===== config.mk =====
export PLATFORM = sky130hd
export DESIGN_NAME = tgpll_ctrl
export DESIGN_NICKNAME = d
export VERILOG_FILES = /design/src/rtl/tgpll_pkg.sv /design/src/rtl/tgpll_ctrl.sv
export SDC_FILE = /design/constraint.sdc
export NUM_CORES = 1
export LEC_CHECK = 0
export BUFFER_PORTS_ARGS = -buffer_cell sky130_fd_sc_hd__buf_2
export CAP_MARGIN = 20
export CORE_ASPECT_RATIO = 1.1
export CORE_MARGIN = 2
export CORE_UTILIZATION = 32
export DETAILED_ROUTE_END_ITERATION = 6
export GPL_TIMING_DRIVEN = 1
export MAX_ROUTING_LAYER = met4
export SKIP_CTS_REPAIR_TIMING = 1
export SLEW_MARGIN = 20
export SYNTH_ARGS = -nofsm -noshare
export SYNTH_HDL_FRONTEND = slang
export SYNTH_SLANG_ARGS = --single-unit

===== constraint.sdc =====
create_clock -name i_clk -period 8.3 [get_ports i_clk]
set_input_delay 0.415 -clock i_clk [delete_from_list [all_inputs] [get_ports i_clk]]
set_output_delay 0.415 -clock i_clk [all_outputs]
set_load 0.01 [all_outputs]

===== src/rtl/tgpll_pkg.sv =====
// Shared types, constants and the microcode of the grid PLL.
// No dependencies; tgpll_ctrl, tgpll_dp and the top level import this package.
package tgpll_pkg;

    localparam int SAMPLE_WIDTH = 16;
    localparam int STEP_W       = 6;
    localparam int ACC_W        = 68;
    localparam int OP_W         = 33;
    localparam int PROD_W       = 2 * OP_W;
    localparam int GAIN_SH      = SAMPLE_WIDTH + 7;

    localparam logic [16:0] INV_SQRT3_Q16 = 17'd37837;
    localparam logic signed [15:0] COS_RESET = 16'sh7fff;

    localparam longint unsigned HALF_PI_Q30 = 64'd1686629713;
    localparam longint unsigned ONE_Q30     = 64'd1073741824;

    // config register indexes
    localparam int CFG_IDX_W = 3;
    localparam logic [CFG_IDX_W-1:0] CFG_B0  = 3'd0;
    localparam logic [CFG_IDX_W-1:0] CFG_B1  = 3'd1;
    localparam logic [CFG_IDX_W-1:0] CFG_B2  = 3'd2;
    localparam logic [CFG_IDX_W-1:0] CFG_A1  = 3'd3;
    localparam logic [CFG_IDX_W-1:0] CFG_A2  = 3'd4;
    localparam logic [CFG_IDX_W-1:0] CFG_KP  = 3'd5;
    localparam logic [CFG_IDX_W-1:0] CFG_KI  = 3'd6;
    localparam logic [CFG_IDX_W-1:0] CFG_PER = 3'd7;

    // multiplier operand A
    localparam logic [3:0] OPA_NONE = 4'd0;
    localparam logic [3:0] OPA_DIFF = 4'd1;
    localparam logic [3:0] OPA_A1   = 4'd2;
    localparam logic [3:0] OPA_A2   = 4'd3;
    localparam logic [3:0] OPA_B0   = 4'd4;
    localparam logic [3:0] OPA_B1   = 4'd5;
    localparam logic [3:0] OPA_B2   = 4'd6;
    localparam logic [3:0] OPA_UA   = 4'd7;
    localparam logic [3:0] OPA_UB   = 4'd8;
    localparam logic [3:0] OPA_KI   = 4'd9;
    localparam logic [3:0] OPA_KP   = 4'd10;
    localparam logic [3:0] OPA_FREQ = 4'd11;

    // multiplier operand B
    localparam logic [3:0] OPB_NONE = 4'd0;
    localparam logic [3:0] OPB_ISQ3 = 4'd1;
    localparam logic [3:0] OPB_D1   = 4'd2;
    localparam logic [3:0] OPB_D2   = 4'd3;
    localparam logic [3:0] OPB_W0   = 4'd4;
    localparam logic [3:0] OPB_COS  = 4'd5;
    localparam logic [3:0] OPB_SIN  = 4'd6;
    localparam logic [3:0] OPB_ERR  = 4'd7;
    localparam logic [3:0] OPB_PER  = 4'd8;

    // writeback targets
    localparam logic [3:0] WB_NONE  = 4'd0;
    localparam logic [3:0] WB_BETA  = 4'd1;
    localparam logic [3:0] WB_W0    = 4'd2;
    localparam logic [3:0] WB_Y     = 4'd3;
    localparam logic [3:0] WB_D     = 4'd4;
    localparam logic [3:0] WB_Q     = 4'd5;
    localparam logic [3:0] WB_INT   = 4'd6;
    localparam logic [3:0] WB_FREQ  = 4'd7;
    localparam logic [3:0] WB_PHASE = 4'd8;
    localparam logic [3:0] WB_SIN   = 4'd9;
    localparam logic [3:0] WB_COS   = 4'd10;

    typedef struct packed {
        logic signed [SAMPLE_WIDTH-1:0] phase_a;
        logic signed [SAMPLE_WIDTH-1:0] phase_b;
        logic signed [SAMPLE_WIDTH-1:0] phase_c;
    } t_in_item;

    typedef struct packed {
        logic signed [SAMPLE_WIDTH-1:0] direct_axis;
        logic signed [SAMPLE_WIDTH-1:0] quadrature_axis;
        logic signed [31:0]             frequency_estimate;
        logic [15:0]                    phase_angle;
        logic signed [15:0]             sine_out;
        logic signed [15:0]             cosine_out;
    } t_out_item;

    typedef struct packed {
        logic       mul_en;
        logic [3:0] opa;
        logic [3:0] opb;
        logic       acc_en;
        logic       acc_clr;
        logic       acc_sub;
        logic [3:0] wb;
        logic       ch;      // 0: alpha filter, 1: beta filter
        logic       last;
    } t_uop;

    typedef struct packed {
        logic load_in;
        logic out_load;
        t_uop uop;
    } t_cmd;

    localparam t_uop UOP_NOP = '0;

    function automatic t_uop mk(input logic mul_en, input logic [3:0] opa,
                                input logic [3:0] opb, input logic acc_en,
                                input logic acc_clr, input logic acc_sub,
                                input logic [3:0] wb, input logic ch,
                                input logic last);
        t_uop u;
        u.mul_en  = mul_en;
        u.opa     = opa;
        u.opb     = opb;
        u.acc_en  = acc_en;
        u.acc_clr = acc_clr;
        u.acc_sub = acc_sub;
        u.wb      = wb;
        u.ch      = ch;
        u.last    = last;
        return u;
    endfunction

    // one biquad: feedback sum, w0, then numerator sum and output
    function automatic t_uop filt_uop(input logic [STEP_W-1:0] f, input logic ch);
        t_uop u;
        u = UOP_NOP;
        unique case (f)
            6'd0:    u = mk(1'b1, OPA_A1, OPB_D1, 1'b0, 1'b0, 1'b0, WB_NONE, ch, 1'b0);
            6'd1:    u = mk(1'b1, OPA_A2, OPB_D2, 1'b1, 1'b1, 1'b0, WB_NONE, ch, 1'b0);
            6'd2:    u = mk(1'b0, OPA_NONE, OPB_NONE, 1'b1, 1'b0, 1'b0, WB_NONE, ch, 1'b0);
            6'd3:    u = mk(1'b0, OPA_NONE, OPB_NONE, 1'b0, 1'b0, 1'b0, WB_W0, ch, 1'b0);
            6'd4:    u = mk(1'b1, OPA_B0, OPB_W0, 1'b0, 1'b0, 1'b0, WB_NONE, ch, 1'b0);
            6'd5:    u = mk(1'b1, OPA_B1, OPB_D1, 1'b1, 1'b1, 1'b0, WB_NONE, ch, 1'b0);
            6'd6:    u = mk(1'b1, OPA_B2, OPB_D2, 1'b1, 1'b0, 1'b0, WB_NONE, ch, 1'b0);
            6'd7:    u = mk(1'b0, OPA_NONE, OPB_NONE, 1'b1, 1'b0, 1'b0, WB_NONE, ch, 1'b0);
            6'd8:    u = mk(1'b0, OPA_NONE, OPB_NONE, 1'b0, 1'b0, 1'b0, WB_Y, ch, 1'b0);
            default: u = UOP_NOP;
        endcase
        return u;
    endfunction

    localparam logic [STEP_W-1:0] LAST_STEP = 6'd40;

    function automatic t_uop ucode(input logic [STEP_W-1:0] step);
        t_uop u;
        u = UOP_NOP;
        if (step >= 6'd3 && step <= 6'd11) begin
            u = filt_uop(step - 6'd3, 1'b0);
        end else if (step >= 6'd12 && step <= 6'd20) begin
            u = filt_uop(step - 6'd12, 1'b1);
        end else begin
            unique case (step)
                6'd0:  u = mk(1'b1, OPA_DIFF, OPB_ISQ3, 1'b0, 1'b0, 1'b0, WB_NONE, 1'b0, 1'b0);
                6'd1:  u = mk(1'b0, OPA_NONE, OPB_NONE, 1'b1, 1'b1, 1'b0, WB_NONE, 1'b0, 1'b0);
                6'd2:  u = mk(1'b0, OPA_NONE, OPB_NONE, 1'b0, 1'b0, 1'b0, WB_BETA, 1'b0, 1'b0);
                6'd21: u = mk(1'b1, OPA_UA, OPB_COS, 1'b0, 1'b0, 1'b0, WB_NONE, 1'b0, 1'b0);
                6'd22: u = mk(1'b1, OPA_UB, OPB_SIN, 1'b1, 1'b1, 1'b0, WB_NONE, 1'b0, 1'b0);
                6'd23: u = mk(1'b0, OPA_NONE, OPB_NONE, 1'b1, 1'b0, 1'b0, WB_NONE, 1'b0, 1'b0);
                6'd24: u = mk(1'b0, OPA_NONE, OPB_NONE, 1'b0, 1'b0, 1'b0, WB_D, 1'b0, 1'b0);
                6'd25: u = mk(1'b1, OPA_UB, OPB_COS, 1'b0, 1'b0, 1'b0, WB_NONE, 1'b0, 1'b0);
                6'd26: u = mk(1'b1, OPA_UA, OPB_SIN, 1'b1, 1'b1, 1'b0, WB_NONE, 1'b0, 1'b0);
                6'd27: u = mk(1'b0, OPA_NONE, OPB_NONE, 1'b1, 1'b0, 1'b1, WB_NONE, 1'b0, 1'b0);
                6'd28: u = mk(1'b0, OPA_NONE, OPB_NONE, 1'b0, 1'b0, 1'b0, WB_Q, 1'b0, 1'b0);
                6'd29: u = mk(1'b1, OPA_KI, OPB_ERR, 1'b0, 1'b0, 1'b0, WB_NONE, 1'b0, 1'b0);
                6'd30: u = mk(1'b0, OPA_NONE, OPB_NONE, 1'b1, 1'b1, 1'b0, WB_NONE, 1'b0, 1'b0);
                6'd31: u = mk(1'b0, OPA_NONE, OPB_NONE, 1'b0, 1'b0, 1'b0, WB_INT, 1'b0, 1'b0);
                6'd32: u = mk(1'b1, OPA_KP, OPB_ERR, 1'b0, 1'b0, 1'b0, WB_NONE, 1'b0, 1'b0);
                6'd33: u = mk(1'b0, OPA_NONE, OPB_NONE, 1'b1, 1'b1, 1'b0, WB_NONE, 1'b0, 1'b0);
                6'd34: u = mk(1'b0, OPA_NONE, OPB_NONE, 1'b0, 1'b0, 1'b0, WB_FREQ, 1'b0, 1'b0);
                6'd35: u = mk(1'b1, OPA_FREQ, OPB_PER, 1'b0, 1'b0, 1'b0, WB_NONE, 1'b0, 1'b0);
                6'd36: u = mk(1'b0, OPA_NONE, OPB_NONE, 1'b1, 1'b1, 1'b0, WB_NONE, 1'b0, 1'b0);
                6'd37: u = mk(1'b0, OPA_NONE, OPB_NONE, 1'b0, 1'b0, 1'b0, WB_PHASE, 1'b0, 1'b0);
                6'd38: u = mk(1'b0, OPA_NONE, OPB_NONE, 1'b0, 1'b0, 1'b0, WB_SIN, 1'b0, 1'b0);
                6'd39: u = mk(1'b0, OPA_NONE, OPB_NONE, 1'b0, 1'b0, 1'b0, WB_COS, 1'b0, 1'b0);
                6'd40: u = mk(1'b0, OPA_NONE, OPB_NONE, 1'b0, 1'b0, 1'b0, WB_NONE, 1'b0, 1'b1);
                default: u = UOP_NOP;
            endcase
        end
        return u;
    endfunction

    // Sine of a Q0.32 turn angle in Q1.15; only evaluated on constants
    // to build the lookup table.
    function automatic logic signed [15:0] sine_turn(input logic [31:0] t);
        longint unsigned r;
        longint unsigned x;
        longint unsigned x2;
        longint unsigned acc;
        longint unsigned v;
        logic [1:0]      quad;
        quad = t[31:30];
        r = {34'd0, t[29:0]};
        if (quad[0]) begin
            r = ONE_Q30 - r;
        end
        x   = (r * HALF_PI_Q30) >> 30;
        x2  = (x * x) >> 30;
        acc = ONE_Q30;
        acc = ONE_Q30 - ((x2 * acc) >> 30) / 64'd110;
        acc = ONE_Q30 - ((x2 * acc) >> 30) / 64'd72;
        acc = ONE_Q30 - ((x2 * acc) >> 30) / 64'd42;
        acc = ONE_Q30 - ((x2 * acc) >> 30) / 64'd20;
        acc = ONE_Q30 - ((x2 * acc) >> 30) / 64'd6;
        v = (((x * acc) >> 30) + 64'd16384) >> 15;
        if (v > 64'd32767) begin
            v = 64'd32767;
        end
        return quad[1] ? -$signed(v[15:0]) : $signed(v[15:0]);
    endfunction

    function automatic logic signed [31:0] sat32(input logic signed [ACC_W-1:0] v);
        logic [ACC_W-32:0] top;
        top = v[ACC_W-1:31];
        if (&top || ~|top) begin
            return v[31:0];
        end
        return v[ACC_W-1] ? 32'sh80000000 : 32'sh7fffffff;
    endfunction

    function automatic logic signed [SAMPLE_WIDTH-1:0] sat_smp(
        input logic signed [ACC_W-1:0] v);
        logic [ACC_W-SAMPLE_WIDTH:0] top;
        top = v[ACC_W-1:SAMPLE_WIDTH-1];
        if (&top || ~|top) begin
            return v[SAMPLE_WIDTH-1:0];
        end
        return v[ACC_W-1] ? {1'b1, {(SAMPLE_WIDTH-1){1'b0}}}
                          : {1'b0, {(SAMPLE_WIDTH-1){1'b1}}};
    endfunction

endpackage


===== src/rtl/tgpll_ctrl.sv =====
// Sequencer of the grid PLL: steps the microcode and runs the item handshakes.
// Depends on tgpll_pkg.
module tgpll_ctrl
    import tgpll_pkg::*;
(
    input  logic i_clk,
    input  logic i_rst_n,
    input  logic i_in_valid,
    output logic o_in_stall,
    output logic o_out_valid,
    input  logic i_out_stall,
    output t_cmd o_cmd
);

    localparam logic [1:0] ST_IDLE = 2'd0;
    localparam logic [1:0] ST_RUN  = 2'd1;
    localparam logic [1:0] ST_HOLD = 2'd2;

    logic [1:0]        r_state, n_state;
    logic [STEP_W-1:0] r_step, n_step;
    logic              r_out_valid, n_out_valid;
    t_uop              w_uop;
    logic              w_out_free;
    logic              w_done;

    assign w_uop      = ucode(r_step);
    assign w_out_free = !r_out_valid || !i_out_stall;
    assign w_done     = (r_state == ST_HOLD) || (r_state == ST_RUN && w_uop.last);

    always_comb begin
        n_state     = r_state;
        n_step      = r_step;
        n_out_valid = r_out_valid && i_out_stall;
        o_cmd.load_in  = 1'b0;
        o_cmd.out_load = w_done && w_out_free;
        o_cmd.uop      = (r_state == ST_RUN) ? w_uop : UOP_NOP;
        unique case (r_state)
            ST_IDLE: begin
                if (i_in_valid) begin
                    o_cmd.load_in = 1'b1;
                    n_state = ST_RUN;
                    n_step  = '0;
                end
            end
            ST_RUN: begin
                if (w_uop.last) begin
                    n_state = w_out_free ? ST_IDLE : ST_HOLD;
                end else begin
                    n_step = r_step + 1'b1;
                end
            end
            ST_HOLD: begin
                if (w_out_free) begin
                    n_state = ST_IDLE;
                end
            end
            default: n_state = ST_IDLE;
        endcase
        if (o_cmd.out_load) begin
            n_out_valid = 1'b1;
        end
    end

    always_ff @(posedge i_clk) begin
        if (!i_rst_n) begin
            r_state     <= ST_IDLE;
            r_step      <= '0;
            r_out_valid <= 1'b0;
        end else begin
            r_state     <= n_state;
            r_step      <= n_step;
            r_out_valid <= n_out_valid;
        end
    end

    assign o_in_stall  = (r_state != ST_IDLE);
    assign o_out_valid = r_out_valid;

endmodule


After elaboration in Yosys (flattened, before gate mapping)

Memory sizes are Yosys's and may differ from the RTL's. A register that Yosys moved wholly into a read port is not among the register bits.
Cells that the tools add are included.

Register bits: 9
ROM bits: 1456
Input port bits: 4
Output and inout port bits: 22
Word-level logic and storage cells: 53
Memories kept: 3

Memory list:

| name            | words | bits a word | rd ports | clocked after Yosys merged registers in | wr ports | RTL line         | RTL |
|---|---|---|---|---|---|---|---|
| (no name shown) | 64    | 17          | 1        | 1                                       | 0        | tgpll_pkg.sv:149 | `unique case (step)` |
| (no name shown) | 16    | 12          | 1        | 0                                       | 0        | tgpll_pkg.sv:124 | `unique case (f)` |
| (no name shown) | 16    | 11          | 1        | 0                                       | 0        | tgpll_pkg.sv:124 |  |

Add/subtract/negate cells: 3
Order comparisons: 4
Eq/ne operators: 6
Mux-type cells: 18
Reduce and logical (&&, ||, !) cells: 16

Operators by type and width:

| kind                  | count |
|---|---|
| $mux W18              | 5 |
| $mux W6               | 4 |
| $pmux W6 S2           | 1 |
| $mux W2               | 4 |
| $ne A2 B2 Y1 const B  | 4 |
| $add A6 B1 Y6 const B | 1 |
| $ge A6 B2 Y1 const B  | 1 |
| $ge A6 B4 Y1 const B  | 1 |
| $le A6 B4 Y1 const B  | 1 |
| $le A6 B5 Y1 const B  | 1 |
| $logic_not A2 Y1      | 3 |
| $pmux W2 S3           | 1 |
| $reduce_and A3 Y1     | 2 |
| $sub A6 B2 Y6 const B | 1 |
| $sub A6 B4 Y6 const B | 1 |
| $logic_and A1 B1 Y1   | 5 |
| $reduce_bool A2 Y1    | 2 |
| $mux W1               | 3 |
| $eq A2 B1 Y1 const B  | 1 |
| $eq A2 B2 Y1 const B  | 1 |
| $logic_not A1 Y1      | 2 |
| $logic_or A1 B1 Y1    | 2 |

Depth between registers and ports, before layout

Gate-level depths: netlist of the first run.

Depth in word-level cells: 9
Gate-level depth with buffers: 13
Mapped depth without buffers: 12

Least setup slack after synthesis of the first run

OpenSTA, ideal clock, no wires.

Path type: flip-flop to flip-flop
Start point: register r_step[2]
End point: register (tool-made name)
Setup time: 0.122 ns
Data arrival time: 3.022 ns
Data required time: 8.178 ns
Path slack: 5.156 ns
Stages on the path, launching flop included: 14
Clock period less this slack: 3.144 ns
Cells stage by stage: dfxtp_1 -> clkbuf_1 -> inv_1 -> ha_1 -> a21oi_1 -> a211oi_2 -> o31ai_4 -> nor4_1 -> a31oi_1 -> inv_1 -> ha_1 -> nor2_1 -> a21oi_1 -> a311o_1

RTL lines:

| element                | RTL line         | RTL |
|---|---|---|
| start, declared        | tgpll_ctrl.sv:20 | `logic [STEP_W-1:0] r_step, n_step;` |
| start signal, assigned | tgpll_ctrl.sv:71 | `r_step <= n_step;` |

==> flow_summary_export.csv, run 1 <==
group,metric,value,unit
worst_setup_path,crit_path_cell_trace,"inv_1 > ha_1 > a21o_1 > a221oi_4 > o31ai_4 > a31oi_1 > inv_1 > ha_1 > nor2_1 > a21oi_1 > a311o_1",
clock_tree,path_clk_slew,0.09,ns
clock_tree,tritoncts,"built",
route,viasPerCell,5.710,
worst_hold_path,min_path_type,"in2reg",
sta,setup_ws,4.108,ns
run_status,status,"complete, no violations",
sta,rsz0062_at_grt,"no",
yosys,synth_cell_types,61,
worst_setup_path,crit_family,"compound AO/OA/AOI/OAI gates",
clock_tree,cts_buffer_depth,2,
yosys,synth_seq_cells,26,
sta,setup_viol,0,
worst_setup_path,cp-start-kind,"flop",
pwr,p_total,0.2651,mW
clock_tree,cts_buffers,3,
place,dp.cells,368,
sta,drv_slew,0,
place,pre_cts_ws,4.182,ns
final_layout,area_delta_synth_final,10.88,%
sta,fin_crit_sh,0.5051,
yosys,syn_nets,298,
yosys,seq_area_frac_synth,0.2421,
yosys,syn_area,2150,um2
clock_tree,root_buffer,"clkbuf_8",
global_route,grt_pass1_vias,1897,
worst_setup_path,crit_type,"reg2reg",
pwr,ir_worst_vdd,0.05150,mV
sta,slew_headroom,0.3034,
sta,fin_setup_tns,0,ns
worst_setup_path,worstPathMaxFanout,19,
route,route.detailed.drc,0,
clock_tree,clk_latency,0.27,ns
place,port_buffers,25,
pwr,p_per_area,111.2,nW/um2
clock_tree,h-tree-depth,1,
route,drt_iter0_drc,149,
worst_setup_path,cp_slowest_stage_delay,0.73,ns
sta,worst_slew_pin_slew,1.039,ns
die,ioPinCount,26,
final_layout,final_util,0.3636,
place,hpwlAfterDp,4.580,mm
yosys,syn_inst,275,
yosys,synth_most_common_cell,"dfxtp_1",
route,dr_total_vias,2124,
yosys,async_flop_share,0,
worst_setup_path,required,8.47,ns
yosys,synth_top_area_share,0.2421,
die,std_cell_rows,31,
place,place_congestion,0.8616,
sta,finClkSkew,0.005490,ns
yosys,netlist_top_cells_area,"dfxtp_1 24%, ha_1 11%, a21oi_1 5.8%, nand2_1 4.4%, nor2_1 3.3%",
yosys,synth_edf_count,0,
global_route,antenna_found_initial,0,
pwr,power.leakage,0.9774,nW
final_layout,fillCellCount,692,
die,die_area,7390,um2
final_layout,drive_above_1_share,0.1690,
worst_setup_path,path_buf_inv,2,
route,firstDrtPassIters,5,
run,drv_cap,0,
final_layout,final_cell_area,2384,um2
yosys,synth_commonest_cells,"26 x dfxtp_1, 25 x a21oi_1, 25 x nand2_1",
worst_setup_path,critPathSlowestCell,"dfxtp_1",
die,die_h,89.96,um
route,wl_per_cell,15.94,um
sta,hold_viol,0,
route,antenna_left,0,
yosys,yosysTopAreaCell,"dfxtp_1",
global_route,grt_pass1_wl,9.397,mm
worst_setup_path,crit_arrival,4.36,ns
sta,hold_slack,0.3913,ns
global_route,grt_max_degree,20,
yosys,synth.avg_cell_area,7.817,um2
global_route,grt-ovfl-total,0,
final_layout,insertedDiodeCount,0,
die,die_w,82.15,um
global_route,grt_usage,0.1658,
yosys,dominantRegCellSynth,"dfxtp_1",
sta,max_freq,238.5,MHz
worst_setup_path,cp-end-kind,"flop",
final_layout,instances_no_fill,372,
clock_tree,cts_sinks,26,
final_layout,nets,314,
die,initial_core_util,0.3279,
yosys,synth_warnings,0,
place,place_area,2312,um2
die,core_area,6555,um2
route,wl,5.928,mm
sta,period_needed,4.192,ns
-- cells in the final DEF, fill, tap and decap left out, drive strengths merged, types with 4 or more instances in the layout --
cell,Yosys,layout
a21oi,25,25
a221oi,7,7
a31oi,4,4
a32oi,4,4
and2,7,7
buf,6,25
dfxtp,26,26
ha,19,19
inv,19,19
mux2i,4,4
nand2,25,25
nand3,11,11
nor2,20,20
nor3,12,12
nor4,6,6
o21ai,14,14
o22ai,5,5
or2,4,4
-- kinds of logic (layout without fill, tap and decap cells) --
kind of cell,Yosys count,after routing,synth area share
adder cells (fa/ha/maj),19,19,0.1106
XOR/XNOR,3,3,0.01223
multiplexers,6,6,0.03260
buffers and inverters,34,49,0.06519
AO/OA/AOI/OAI,86,86,0.3003
AND/OR/NAND/NOR,101,101,0.2369
flip-flops,26,26,0.2421
-- final cells by class --
class	count	area [um2]	share of cell area
clock buffer	3	41.29	0.01732
clock inverter	1	30.03	0.01260
inverter	20	75.07	0.03150
multi-input combinational	215	1489	0.6247
sequential	26	520.5	0.2184
tap	82	102.6	0.04304
timing repair buffer	25	125.1	0.05249
-- power by group --
part	switching [mW]	total [mW]	internal (mW)
combinational	0.0205	0.0316	0.0111
clock	0.0392	0.104	0.0645
sequential	0.00231	0.130	0.127
-- worst min-delay path, stage by stage --
cell,delay (ns)
buf_2,0.10
nand2_1,0.06
nor3_1,0.04
-- routing by layer --
metal  vias to the layer above  share of wire  track usage
met5                         -              0            -
met4                         0          0.016      0.04583
met1                      1007           0.45       0.2119
met2                        71           0.49       0.2778
met3                        11          0.045      0.01205
li1                       1035              -            -
-- worst paths after layout --
kind / depth (start not counted) / start / to / slack [ns]
max: 11 / r_step[2] / flop / 4.11
min: 3 / i_out_stall / r_state[1] / 0.39
max reg2reg: 11 / r_step[2] / flop / 4.11
min reg2reg: 2 / o_out_valid / r_state[1] / 0.48
Note: power is estimated with default switching activity, not from simulation.
==> run 2, diff against run 1 <==
==> constraint.sdc (replaced) <==
create_clock -name i_clk -period 4.4 [get_ports i_clk]
set_input_delay 0.22 -clock i_clk [delete_from_list [all_inputs] [get_ports i_clk]]
set_output_delay 0.22 -clock i_clk [all_outputs]
set_load 0.01 [all_outputs]
==> flow_summary_export.csv, run 2 (synthesized netlist as in run 1, its figures left out) <==
group,metric,value,unit
run_status,status,"complete, no violations",
clock_tree,h-tree-depth,1,
worst_setup_path,cp-start-kind,"flop",
pwr,p_comb_frac,0.118,
worst_setup_path,reg2reg_depth,12,
clock_tree,path_clk_slew,0.10,ns
pwr,p_per_area,209.7,nW/um2
final_layout,final_common_cell,"dfxtp_1",
final_layout,final_cell_area,2414,um2
worst_setup_path,critPathSlowestCell,"dfxtp_1",
final_layout,insertedDiodeCount,0,
worst_setup_path,cp_slowest_stage_delay,0.57,ns
final_layout,area_delta_synth_final,12.28,%
pwr,power.leakage,0.9979,nW
sta,drv_slew,0,
global_route,grt_pass1_wl,10.01,mm
clock_tree,tritoncts,"built",
global_route,grt_max_degree,19,
die,ioPinCount,26,
route,drt_iter0_drc,170,
global_route,grt_usage,0.1759,
clock_tree,cts_sinks,26,
final_layout,nets,318,
clock_tree,clk_latency,0.27,ns
route,dr_total_vias,2152,
sta,finClkSkew,0.005486,ns
route,wl,6.136,mm
pwr,seq_power_share,0.483,
pwr,power_switching,0.1226,mW
final_layout,drive_above_1_share,0.1803,
die,initial_core_util,0.3279,
worst_setup_path,rrSetupSlack,0.94,ns
sta,rsz0062_at_grt,"no",
worst_hold_path,holdPathStages,3,
sta,worst_slew_pin_slew,0.6579,ns
worst_setup_path,cp-end-kind,"flop",
pwr,clock_power_share,0.398,
die,die_w,82.15,um
sta,max_freq,289.4,MHz
place,place_congestion,0.9424,
die,core_area,6555,um2
pwr,switching_share,0.2423,
final_layout,final_util,0.3682,
clock_tree,cts_buffers,3,
final_layout,multiInputGateArea,1489,um2
worst_hold_path,min_path_type,"in2reg",
place,port_buffers,25,
pwr,p_int,0.3834,mW
final_layout,fillCellCount,685,
sta,hold_slack,0.1972,ns
sta,slew_headroom,0.5597,
worst_setup_path,crit_arrival,3.60,ns
final_layout,final_cell_mix,"26 x dfxtp_1, 25 x nand2_1, 25 x a21oi_1, 25 x buf_2",
final_layout,instances_no_fill,376,
worst_setup_path,worstPathMaxFanout,10,
sta,fin_setup_tns,0,ns
final_layout,seqCellArea,520.5,um2
route,route.detailed.drc,0,
die,die_area,7390,um2
sta,period_needed,3.455,ns
global_route,grt-ovfl-total,0,
clock_tree,root_buffer,"clkbuf_8",
sta,fin_crit_sh,0.7853,
clock_tree,cts_buffer_depth,2,
place,place_area,2342,um2
global_route,grt_pass1_vias,2005,
worst_setup_path,crit_type,"reg2reg",
run,drv_cap,0,
route,firstDrtPassIters,5,
route,wl_per_cell,16.32,um
place,dp.cells,372,
route,antenna_left,0,
die,die_h,89.96,um
pwr,ir_worst_vdd,0.1376,mV
global_route,antenna_found_initial,0,
sta,setup_viol,0,
worst_setup_path,required,4.54,ns
die,std_cell_rows,31,
sta,hold_viol,0,
place,hpwlAfterDp,4.773,mm
route,viasPerCell,5.723,
worst_setup_path,crit_path_cell_trace,"inv_1 > ha_1 > a21oi_1 > a211oi_2 > o31ai_4 > xnor2_1 > nand2b_1 > inv_1 > ha_1 > mux2_2 > a22oi_1 > o22ai_1",
## run 2: cell types whose count changed in the layout (fill, tap and decap cells not counted), sizes merged
cell	previous run	this run
buf	25	29
## run 2: layout make-up
type | instances | area share
Clock buffer | 3 | 0.01711
Sequential cell | 26 | 0.2157
Multi-Input combinational cell | 215 | 0.6169
Tap cell | 82 | 0.04251
Clock inverter | 1 | 0.01244
Inverter | 20 | 0.03110
Timing Repair Buffer | 29 | 0.06428
## run 2: final timing paths
kind,start,endpoint
setup / recovery,r_step[3],flop
setup reg to reg,r_step[3],flop
hold reg to reg,o_out_valid,r_state[1]
hold / removal,i_out_stall,r_state[1]
## run 2: routing by layer
layer	up-vias	GRT usage	wire, um
li1	1050	-	-
met1	992	0.2179	2608
met2	101	0.2940	3007
met3	9	0.02108	404
met4	0	0.05417	115
met5	-	-	0
## run 2: metrics by stage
step	total power, mW	worst slack, ns
2_1_floorplan	0.2890	1.256
3_3_place_gp	0.3092	0.9730
3_5_place_dp	0.3090	1.031
4_1_cts	0.5088	0.9876
5_1_grt	0.5236	0.6608
6_report	0.5061	0.9446
## run 2: power groups by stage
stage	combinational [mW]	sequential, mW	clock [mW]
final	0.0597	0.245	0.202
after global routing	0.0662	0.245	0.212
after CTS	0.0592	0.245	0.205
after detailed placement	0.0589	0.250	0
after global placement	0.0592	0.250	0
after floorplan	0.0408	0.248	0
## run 2: worst max-delay path: cells and delay by family, from the launching register on
kind | cells | cell delay [ns]
and+or+nand+nor | 1 | 0.31
xor gates and xnor gates | 1 | 0.16
AOI/OAI and AO/OA | 5 | 1.08
DFF | 1 | 0.57
muxes | 1 | 0.27
adders and majority gates | 2 | 0.57
buffers and inverters | 2 | 0.35
